$ cat config.mk
export PLATFORM = sky130hd
export DESIGN_NAME = circular_queue_with_search
export DESIGN_NICKNAME = d
export VERILOG_FILES = /design/src/rtl/cq_pkg.sv /design/src/rtl/cq_cell.sv /design/src/rtl/circular_queue_with_search.sv
export SDC_FILE = /design/constraint.sdc
export NUM_CORES = 1
export LEC_CHECK = 0
export BUFFER_PORTS_ARGS = -buffer_cell sky130_fd_sc_hd__buf_2
export CAP_MARGIN = 40
export CORE_MARGIN = 1
export CORE_UTILIZATION = 48
export CTS_BUF_LIST = sky130_fd_sc_hd__clkbuf_8
export CTS_CLUSTER_DIAMETER = 60
export DETAILED_ROUTE_END_ITERATION = 10
export PLACE_DENSITY = 0.7
export REMOVE_ABC_BUFFERS = 1
export SKIP_CTS_REPAIR_TIMING = 1
export SLEW_MARGIN = 40
export SYNTH_ARGS = -nofsm -noshare
export SYNTH_HDL_FRONTEND = slang
export SYNTH_SLANG_ARGS = --single-unit
$ cat constraint.sdc
create_clock -name clk -period 5.6 [get_ports clk]
set_clock_uncertainty 0.2 [all_clocks]
set_input_delay 0 -clock clk [delete_from_list [all_inputs] [get_ports clk]]
set_output_delay 0 -clock clk [all_outputs]
set_load 0.02 [all_outputs]
$ cat src/rtl/cq_pkg.sv
// shared types and constants for the circular queue with search
`default_nettype none

package cq_pkg;

  // fixed field widths
  localparam int WORD_W = 32;
  localparam int OP_W   = 2;
  localparam int STAT_W = 3;
  localparam int SLOT_W = 7;

  // operation codes
  localparam logic [OP_W-1:0] OP_INSERT = 2'd0;
  localparam logic [OP_W-1:0] OP_DELETE = 2'd1;
  localparam logic [OP_W-1:0] OP_SEARCH = 2'd2;

  // result status codes
  localparam logic [STAT_W-1:0] ST_OK       = 3'd0;
  localparam logic [STAT_W-1:0] ST_OVERFLOW = 3'd1;
  localparam logic [STAT_W-1:0] ST_EMPTY    = 3'd2;
  localparam logic [STAT_W-1:0] ST_MATCH    = 3'd3;
  localparam logic [STAT_W-1:0] ST_MISS     = 3'd4;

  // sequencer states
  typedef enum logic [1:0] {
    S_IDLE,
    S_SEARCH,
    S_FINISH
  } state_t;

  // control broadcast to every cell
  typedef struct packed {
    logic shift;  // every cell takes its neighbor's word
    logic load;   // the selected cell takes the incoming word
  } cell_ctl_t;

endpackage

`default_nettype wire

$ cat src/rtl/cq_cell.sv
// one storage cell of the queue ring
`default_nettype none

module cq_cell (
  input  wire logic                              clk,
  input  wire cq_pkg::cell_ctl_t                 ctl,
  input  wire logic                              sel,
  input  wire logic signed [cq_pkg::WORD_W-1:0]  load_word,
  input  wire logic signed [cq_pkg::WORD_W-1:0]  next_word,
  output logic signed [cq_pkg::WORD_W-1:0]       word
);

  logic signed [cq_pkg::WORD_W-1:0] word_r;

  // rotate from the neighbor, or take a new word when selected
  always_ff @(posedge clk) begin
    if (ctl.shift) begin
      word_r <= next_word;
    end else if (ctl.load && sel) begin
      word_r <= load_word;
    end
  end

  assign word = word_r;

endmodule

`default_nettype wire

$ cat src/rtl/circular_queue_with_search.sv
// Circular queue of signed words held in a ring of cells, with key search.
// Insert and delete: one result in the cycle after the transaction, next one taken at once.
// Search: busy (queue not empty) while the ring rotates once past cell 0 and in the finish state,
//   one result per match (oldest first) or one empty/not-found result, last flagged.
// Synchronous active-low reset clears pointers, count, sequencer and strobe; stored words
//   are not cleared. The receiver cannot stall results.
`default_nettype none

module circular_queue_with_search #(
  parameter int DEPTH = 8
) (
  input  wire logic                              clk,
  input  wire logic                              rst_n,
  input  wire logic                              start,
  output logic                                   busy,
  input  wire logic [cq_pkg::OP_W-1:0]           in_op,
  input  wire logic signed [cq_pkg::WORD_W-1:0]  in_value,
  output logic                                   out_strobe,
  output logic [cq_pkg::STAT_W-1:0]              out_status,
  output logic signed [cq_pkg::WORD_W-1:0]       out_data_out,
  output logic [cq_pkg::SLOT_W-1:0]              out_slot,
  output logic                                   out_last
);

  localparam int PTR_W = (DEPTH > 1) ? $clog2(DEPTH) : 1;
  localparam int CNT_W = $clog2(DEPTH + 1);
  localparam logic [PTR_W-1:0] PTR_MAX = PTR_W'(DEPTH - 1);
  localparam logic [CNT_W-1:0] CNT_FULL = CNT_W'(DEPTH);

  cq_pkg::state_t state_r, state_nxt;

  logic [PTR_W-1:0]                 head_r, head_nxt;
  logic [CNT_W-1:0]                 occ_r, occ_nxt;
  logic [PTR_W-1:0]                 step_r, step_nxt;
  logic [PTR_W-1:0]                 ptr_r, ptr_nxt;
  logic signed [cq_pkg::WORD_W-1:0] key_r, key_nxt;
  logic                             pend_r, pend_nxt;
  logic [cq_pkg::SLOT_W-1:0]        pend_slot_r, pend_slot_nxt;

  logic                             strobe_r, strobe_nxt;
  logic [cq_pkg::STAT_W-1:0]        status_r, status_nxt;
  logic signed [cq_pkg::WORD_W-1:0] data_r, data_nxt;
  logic [cq_pkg::SLOT_W-1:0]        slot_r, slot_nxt;
  logic                             last_r, last_nxt;

  cq_pkg::cell_ctl_t                ctl;
  logic signed [cq_pkg::WORD_W-1:0] cell_word [DEPTH];
  logic                             accept;
  logic                             hit;
  logic [PTR_W-1:0]                 ptr_inc;
  logic [PTR_W-1:0]                 head_inc;

  assign accept   = start && (state_r == cq_pkg::S_IDLE);
  assign busy     = (state_r != cq_pkg::S_IDLE);
  assign ptr_inc  = (ptr_r == PTR_MAX) ? '0 : ptr_r + 1'b1;
  assign head_inc = (head_r == PTR_MAX) ? '0 : head_r + 1'b1;
  // probe at cell 0 sees logical entry step_r during the rotation
  assign hit      = (CNT_W'(step_r) < occ_r) && (cell_word[0] == key_r);

  // ring of cells, each fed by its upper neighbor
  for (genvar i = 0; i < DEPTH; i++) begin : g_cell
    cq_cell u_cell (
      .clk       (clk),
      .ctl       (ctl),
      .sel       (occ_r == CNT_W'(i)),
      .load_word (in_value),
      .next_word (cell_word[(i + 1) % DEPTH]),
      .word      (cell_word[i])
    );
  end

  // next state
  always_comb begin
    state_nxt = state_r;
    case (state_r)
      cq_pkg::S_IDLE: begin
        if (accept && in_op == cq_pkg::OP_SEARCH && occ_r != '0) begin
          state_nxt = cq_pkg::S_SEARCH;
        end
      end
      cq_pkg::S_SEARCH: begin
        if (step_r == PTR_MAX) begin
          state_nxt = cq_pkg::S_FINISH;
        end
      end
      cq_pkg::S_FINISH: state_nxt = cq_pkg::S_IDLE;
      default:          state_nxt = cq_pkg::S_IDLE;
    endcase
  end

  // datapath control and result generation
  always_comb begin
    ctl           = '0;
    head_nxt      = head_r;
    occ_nxt       = occ_r;
    step_nxt      = step_r;
    ptr_nxt       = ptr_r;
    key_nxt       = key_r;
    pend_nxt      = pend_r;
    pend_slot_nxt = pend_slot_r;
    strobe_nxt    = 1'b0;
    status_nxt    = cq_pkg::ST_OK;
    data_nxt      = '0;
    slot_nxt      = '0;
    last_nxt      = 1'b1;
    case (state_r)
      cq_pkg::S_IDLE: begin
        if (accept) begin
          case (in_op)
            cq_pkg::OP_INSERT: begin
              strobe_nxt = 1'b1;
              if (occ_r == CNT_FULL) begin
                status_nxt = cq_pkg::ST_OVERFLOW;
              end else begin
                ctl.load = 1'b1;
                occ_nxt  = occ_r + 1'b1;
              end
            end
            cq_pkg::OP_DELETE: begin
              strobe_nxt = 1'b1;
              if (occ_r == '0) begin
                status_nxt = cq_pkg::ST_EMPTY;
              end else begin
                // oldest word leaves cell 0, the rest move down
                data_nxt  = cell_word[0];
                ctl.shift = 1'b1;
                occ_nxt   = occ_r - 1'b1;
                head_nxt  = (occ_r == CNT_W'(1)) ? '0 : head_inc;
              end
            end
            cq_pkg::OP_SEARCH: begin
              if (occ_r == '0) begin
                strobe_nxt = 1'b1;
                status_nxt = cq_pkg::ST_EMPTY;
              end else begin
                key_nxt  = in_value;
                step_nxt = '0;
                ptr_nxt  = head_r;
                pend_nxt = 1'b0;
              end
            end
            default: ;
          endcase
        end
      end
      cq_pkg::S_SEARCH: begin
        // one full rotation brings the ring back to where it started
        ctl.shift = 1'b1;
        ptr_nxt   = ptr_inc;
        step_nxt  = step_r + 1'b1;
        if (hit) begin
          // a newer match means the held one is not the last
          if (pend_r) begin
            strobe_nxt = 1'b1;
            status_nxt = cq_pkg::ST_MATCH;
            slot_nxt   = pend_slot_r;
            last_nxt   = 1'b0;
          end
          pend_nxt      = 1'b1;
          pend_slot_nxt = cq_pkg::SLOT_W'(ptr_r) + 1'b1;
        end
      end
      cq_pkg::S_FINISH: begin
        strobe_nxt = 1'b1;
        if (pend_r) begin
          status_nxt = cq_pkg::ST_MATCH;
          slot_nxt   = pend_slot_r;
        end else begin
          status_nxt = cq_pkg::ST_MISS;
        end
      end
      default: ;
    endcase
  end

  // registers
  always_ff @(posedge clk) begin
    if (!rst_n) begin
      state_r  <= cq_pkg::S_IDLE;
      head_r   <= '0;
      occ_r    <= '0;
      step_r   <= '0;
      ptr_r    <= '0;
      pend_r   <= 1'b0;
      strobe_r <= 1'b0;
    end else begin
      state_r  <= state_nxt;
      head_r   <= head_nxt;
      occ_r    <= occ_nxt;
      step_r   <= step_nxt;
      ptr_r    <= ptr_nxt;
      pend_r   <= pend_nxt;
      strobe_r <= strobe_nxt;
    end
  end

  // payload registers
  always_ff @(posedge clk) begin
    key_r       <= key_nxt;
    pend_slot_r <= pend_slot_nxt;
    status_r    <= status_nxt;
    data_r      <= data_nxt;
    slot_r      <= slot_nxt;
    last_r      <= last_nxt;
  end

  assign out_strobe   = strobe_r;
  assign out_status   = status_r;
  assign out_data_out = data_r;
  assign out_slot     = slot_r;
  assign out_last     = last_r;

endmodule

`default_nettype wire

======== After elaboration in Yosys (flattened, before gate mapping) ========
Index checks and enable logic that the tools add are counted.
W data, S select, Z words.
cells by class
  div/mod/pow operators ................... 0
  muxes and demuxes ....................... 63
  multipliers ............................. 0
  $lt $le $gt $ge ......................... 1
  reduce and logical (&&, ||, !) cells .... 37
  shift operators ......................... 0
  bitwise gates (word level) .............. 4
  equal/unequal tests ..................... 24
  $add $sub $neg .......................... 6
operator list
  operator               number
  $mux W32               16
  $eq A32 B32 Y1         1
  $mux W3                10
  $reduce_bool A2 Y1     11
  $eq A4 B3 Y1 const B   4
  $mux W1                15
  $mux W2                7
  $mux W7                2
  $pmux W7 S2            1
  $logic_and A1 B1 Y1    12
  $ne A2 B2 Y1 const B   6
  $pmux W3 S2            2
  $reduce_and A4 Y1      3
  $reduce_and A5 Y1      2
  $add A3 B1 Y3 const B  3
  $eq A3 B3 Y1 const B   3
  $pmux W3 S3            1
  $eq A4 B2 Y1 const B   2
  $mux W4                2
  $pmux W2 S2            2
  $pmux W4 S2            1
  $pmux W1 S2            3
  $add A3 B1 Y4 const B  1
  $add A4 B1 Y4 const B  1
  15 further kinds       24
storage, ports and cells
  memories ................................ 0
  memory bits (read-only) ................. 0
  input bits .............................. 37
  output and inout port bits .............. 45
  flip-flop bits (word level) ............. 355
  bits in latches ......................... 0
  logic and storage cells ................. 156
  bits in writable memories ............... 0

======== Depth between registers and ports, before layout ========
  word-level depth ........................ 8
  depth in mapped cells ................... 10
  mapped depth without buffers ............ 8

======== Modules after synthesis ========
Synthesis repeated with hierarchy kept, for this count alone.
second synthesis, totals
  cells, all modules ...................... 875
  area total of the unflattened synthesis .. 15864.0 um2
by module, submodules not included
  module                      area an instance (um2)  instances  cells an instance
  cq_cell                     1508.9                  8          69
  circular_queue_with_search  3792.4                  1          323

======== Least setup slack after synthesis ========
No wires, ideal clock.
  path kind ............................... reg-to-reg
  from .................................... register state_r[0]
  to ...................................... register g_cell[2].u_cell.word_r, in the netlist g_cell[2].u_cell.word[0], enable pin
  cell stages (with the launch flop) ...... 6
  clock period less this slack ............ 3996 ps
  slack ................................... 1604 ps
  arrival time ............................ 3326 ps
  buffers on the path ..................... 0
  path through ............................ dfxtp_1 > inv_1 > ha_1 > and2_4 > nand3_1 > o31ai_1
on the way
  longest elaborated chain between the ends .. 6
  elaborated cells between the ends (all ways) .. 8
  those cells by class .................... 1 x eq/ne; 3 x mux; 4 x reduce/logical
RTL lines
  what                                   RTL line                                                             text
  start, declared                        circular_queue_with_search.sv:30                                     cq_pkg::state_t state_r, state_nxt;
  start signal, assigned                 circular_queue_with_search.sv:179                                    state_r <= cq_pkg::S_IDLE;
  start signal, assigned                 circular_queue_with_search.sv:187                                    state_r <= state_nxt;
  $logic_not A2 Y1                       circular_queue_with_search.sv:53, circular_queue_with_search.sv:106
  $logic_and A1 B1 Y1                    circular_queue_with_search.sv:53                                     assign accept = start && (state_r == cq_pkg::S_IDLE);
  $mux W2                                circular_queue_with_search.sv:108                                    if (accept) begin
  $mux W1                                circular_queue_with_search.sv:106                                    case (state_r)
  $logic_and A1 B1 Y1                    cq_cell.sv:19                                                        end else if (ctl.load && sel) begin
  $reduce_bool A2 Y1 (no source line) *  n/a
  end signal, assigned                   cq_cell.sv:18                                                        word_r <= next_word;
  end signal, assigned                   cq_cell.sv:20                                                        word_r <= load_word;
  end, declared                          cq_cell.sv:13                                                        logic signed [cq_pkg::WORD_W-1:0] word_r;
Mark *: on every way between the ends. The rest lies on a longest branch, timed or not.
A chain may end at the register's enable or synchronous reset.

======== Worst setup path after layout ========
  from .................................... register state_r[0]
  to ...................................... register g_cell[0].u_cell.word_r, in the netlist g_cell[0].u_cell.word[19], enable pin
on the way
  longest elaborated chain between the ends .. 6
  elaborated cells between the ends (all ways) .. 8
  those cells by class .................... 1 x eq/ne; 3 x mux; 4 x reduce/logical
RTL lines
  what                                   RTL line
  $logic_not A2 Y1                       circular_queue_with_search.sv:53, circular_queue_with_search.sv:106
  $logic_and A1 B1 Y1                    circular_queue_with_search.sv:53
  $mux W2                                circular_queue_with_search.sv:108
  $mux W1                                circular_queue_with_search.sv:106
  $logic_and A1 B1 Y1                    cq_cell.sv:19
  $reduce_bool A2 Y1 (no source line) *  n/a
  end signal, assigned                   cq_cell.sv:18
  end signal, assigned                   cq_cell.sv:20
  end, declared                          cq_cell.sv:13
Marked as above.

==> results by stage <==
Hold path:
- The worst hold path passes through 2 cells.
- The class of the tightest hold or removal check is primary input to flop.
- The worst hold path terminates at key_r[29].
- The hold path startpoint is in_value[29].

GRT:
- The initial antenna violation count is 0.
- The first-pass GRT wire length is 42070 um.
- The overflow left after global routing is 0.
- The largest net degree at the start of global routing is 120.
- The via count of the first global-routing pass is 7697.
- In the global route stage, overall resource usage came out at 0.1782.

Clock network:
- The TritonCTS clock tree is built.
- The maximum count of clock buffers along a single path is 3.
- The H-tree was split into 2 levels.
- The later-pin clock latency in the skew report is 0.58 ns.
- Clock tree synthesis found a total of 349 sinks.
- The number of buffers created by CTS is 54.
- The clock transition at the registers of the reported paths is 0.06 ns.
- Clock tree synthesis selected as its root buffer the cell sky130_fd_sc_hd__clkbuf_8.

STA:
- Setup repair after global routing left no endpoint under its margin.
- The number of failing setup endpoints in the final timing report is 0.
- At the pin with the least slew margin, the transition time is 0.7604 ns.
- The number of endpoints with negative hold slack in the final report is 0.
- Setup total negative slack on the finished layout was measured at 0 ns.
- The final max-slew violation count is 0.
- Derived from the worst setup path, the maximum achievable clock frequency is 0.3240 GHz.
- Of the available clock period, the critical path in the final layout requires 0.5512.
- In this run the tightest slew margin relative to its limit is 0.4931.
- The clock period minus worst slack is 3.087 ns.

Critical path:
- The kind of end point of the critical path is a flop.
- The signal on the critical path passes through inv_1 -> ha_1 -> and2_4 -> and3_4 -> nor2_8 -> o21ai_4 -> buf_4.
- The kind of launch point of the worst setup path is a flop.
- In this run the critical register-to-register path is captured at g_cell[0].u_cell.word[19].
- The number of cells on the worst reg-to-reg path is 7.
- The required time reported for the critical path endpoint is 5.70 ns.
- The buffers plus inverters on the worst setup path is 2.
- The dominant delay contributor by cell family on the critical path is simple AND/OR/NAND/NOR gates.
- The delay of the slowest cell on the worst path is 0.65 ns.
- The reg-to-reg setup timing slack is 2.51 ns.
- The cell at the slowest stage of the critical path is sky130_fd_sc_hd__nor2_8.
- Of all nets on the critical path, the largest fanout is 40.
- The start of the worst register-to-register path is state_r[0].
- Data arrives at the worst endpoint at 3.19 ns.
- The setup path with the least slack is of type flop to flop.

Logic synthesis:
- The distinct cell type count of the synthesized netlist is 49.
- The share of synthesized area occupied by flip-flops and latches is 0.6962.
- The adder and majority cell fraction of the synthesized area is 0.01846.
- A synthesized cell averages 15.35 um2.
- The XOR/XNOR share of the synthesized area is 0.02154.
- The compound-gate portion of the synthesized area came to 0.1523.
- Yosys printed 0 warnings.
- Of the total synthesized cell area, the portion taken by AND, OR, NAND and NOR gates is 0.06206.
- Measured against the total synthesized area, the mux share comes to 0.002901.
- The summed instance area of the synthesized netlist is 14230 um2.
- The post-synthesis sequential element count is 349.
- Counting flops with a built-in enable in the synthesized netlist gives 292.
- The primary flip-flop cell chosen by synthesis mapping is sky130_fd_sc_hd__edfxtp_1.
- The largest family of logic cells by synthesized area is compound AO/OA/AOI/OAI gates.
- The post-synthesis cell count is 927.
- The share of async-settable or async-resettable flops after synthesis is 0.

Floorplanning:
- The floorplan step defined a die boundary enclosing 30350 um2.
- The die is 174.2 um wide.
- The number of primary I/O pins is 82.
- The placement row count is 62.
- The initial utilization of the core area, before any placement, comes to 0.4919.
- In this run the vertical extent of the chip is 174.2 um.
- The area inside the core boundary is 28940 um2.

Status:
- The run finished with clean final reports.

Drt:
- Dividing the detail-routed wire length by the instance count gives 18.38 um.
- Summed over all layers, the routed wires come to 27470 um.
- The remaining antenna violation count is 0.
- The count of TritonRoute iterations in the first routing pass is 5.
- Summing over every cut layer, the via total after detailed routing is 7862.
- The DRC marker count from the first detailed-route iteration is 683.
- After detailed routing, the number of remaining DRC violations is 0.
- The detailed-route vias per instance is 5.259.

Final layout:
- The final non-filler cell area is 16380 um2.
- The sequential standard cell area is 9910 um2.
- The final cell utilization of the core is 0.5659.
- The library cells used most frequently in the layout, excluding fill and tap cells, are 292 x sky130_fd_sc_hd__edfxtp_1, 257 x sky130_fd_sc_hd__a21o_1, 78 x sky130_fd_sc_hd__buf_2.
- The number of diodes added for antenna fixing is 0.
- The library cell used most frequently in the layout, excluding fill and tap cells, is sky130_fd_sc_hd__edfxtp_1.
- Of the cells placed in the final design, the portion with a size suffix greater than 1 is 0.1818.
- The number of nets in the finished design is 1126.
- The number of fillers in the final layout is 2312.
- The area added between synthesis and finish is 15.05%.
- The area of combinational cells with multiple inputs is 3755 um2.

Pwr:
- For this design the static power due to leakage is 7.154 nW.
- The worst-case IR drop observed on VDD is 0.1682 mV.
- The power per cell area is 338.5 nW/um2.

Place:
- The count of buffers added on input and output ports is 78.
- In this run the cell area measured after placement is 14670 um2.
- The detailed placer's ending HPWL is 15190 um.
- Routability-driven placement finished with a final weighted congestion of 0.7843.

Flow run:
- The tool flagged a number of max-cap violations equal to 0.
-- worst register-to-register path: stages, from the launching register on --
cell	delay, ns
sky130_fd_sc_hd__dfxtp_1	0.36
sky130_fd_sc_hd__inv_1	0.09
sky130_fd_sc_hd__ha_1	0.27
sky130_fd_sc_hd__and2_4	0.19
sky130_fd_sc_hd__and3_4	0.34
sky130_fd_sc_hd__nor2_8	0.65
sky130_fd_sc_hd__o21ai_4	0.36
sky130_fd_sc_hd__buf_4	0.36
-- metrics by stage --
step	std cells	power [W]	setup WS, ns	hold WS (ns)
2_1_floorplan	854	0.003429	0.02506	-0.1011
3_3_place_gp	1327	0.003569	2.515	0.002156
3_5_place_dp	1327	0.003584	2.467	-0.007301
4_1_cts	1426	0.005564	2.452	-0.6288
5_1_grt	1495	0.005767	2.297	-0.01301
6_report	1495	0.005543	2.513	0.008676
-- synthesized netlist by cell type, drive strengths merged, types with 4 or more instances --
| cell type | number | share of area |
|---|---|---|
| edfxtp | 292 | 0.62 |
| a21o | 257 | 0.14 |
| and2 | 67 | 0.035 |
| dfxtp | 57 | 0.080 |
| buf | 55 | 0.038 |
| xnor2 | 34 | 0.021 |
| ha | 21 | 0.018 |
| nand2 | 21 | 0.0059 |
| clkbuf | 20 | 0.0053 |
| a21oi | 15 | 0.0053 |
| inv | 12 | 0.0032 |
| nor2 | 12 | 0.0048 |
| nand4 | 9 | 0.0040 |
| nand3 | 8 | 0.0028 |
| o21ai | 7 | 0.0025 |
| and3 | 6 | 0.0030 |
| a211oi | 4 | 0.0025 |
-- kinds of logic after synthesis --
logic type	Yosys count
fa+ha+maj	21
compound gates	294
mux	4
other cells	1
simple gates	136
buf+inv	87
flops	349
xor+xnor	35
-- report_power, final --
group | switching (W) | total, W | internal, W
sequential | 0.0000477 | 0.00304 | 0.00299
clock | 0.000957 | 0.00198 | 0.00102
combinational | 0.000297 | 0.000521 | 0.000224
-- flip-flops by register name, indices dropped and copies added (netlist names), 2 cells and up --
| name | cells |
|---|---|
| step_r | 3 |
| pend_slot_r | 4 |
| g_cell.u_cell.word | 256 |
| out_slot | 4 |
| ptr_r | 3 |
| state_r | 2 |
| key_r | 32 |
| head_r | 3 |
| out_data_out | 32 |
| occ_r | 4 |
| out_status | 3 |
-- worst max path at each step --
stage	slack [ns]	to	startpoint	cells past startpoint
final	2.51	g_cell[0].u_cell.word[19]	state_r[0]	7
after global routing	2.30	g_cell[0].u_cell.word[16]	state_r[0]	7
after CTS	2.45	g_cell[2].u_cell.word[21]	state_r[0]	7
after detailed placement	2.47	g_cell[2].u_cell.word[16]	state_r[0]	7
after global placement	2.51	g_cell[0].u_cell.word[28]	state_r[0]	7
after floorplan	0.03	g_cell[0].u_cell.word[0]	state_r[1]	5
-- area by class of cell --
type / instances / area share
Sequential cell: 349 / 0.6051
Multi-Input combinational cell: 493 / 0.2293
Timing Repair Buffer: 158 / 0.07182
Clock buffer: 60 / 0.05043
Tap cell: 384 / 0.02934
Clock inverter: 39 / 0.01123
Inverter: 12 / 0.002751
-- per-layer routing --
layer / GRT usage / routed length [um] / vias to the layer above / part of all wire
met5: 0 / 0 / - / 0
met4: 0.05482 / 452 / 0 / 0.016
met3: 0.03346 / 1273 / 38 / 0.046
met2: 0.2804 / 12850 / 199 / 0.47
met1: 0.2511 / 12900 / 3928 / 0.47
li1: - / - / 3697 / -
Power figures use the tool's default switching activity.
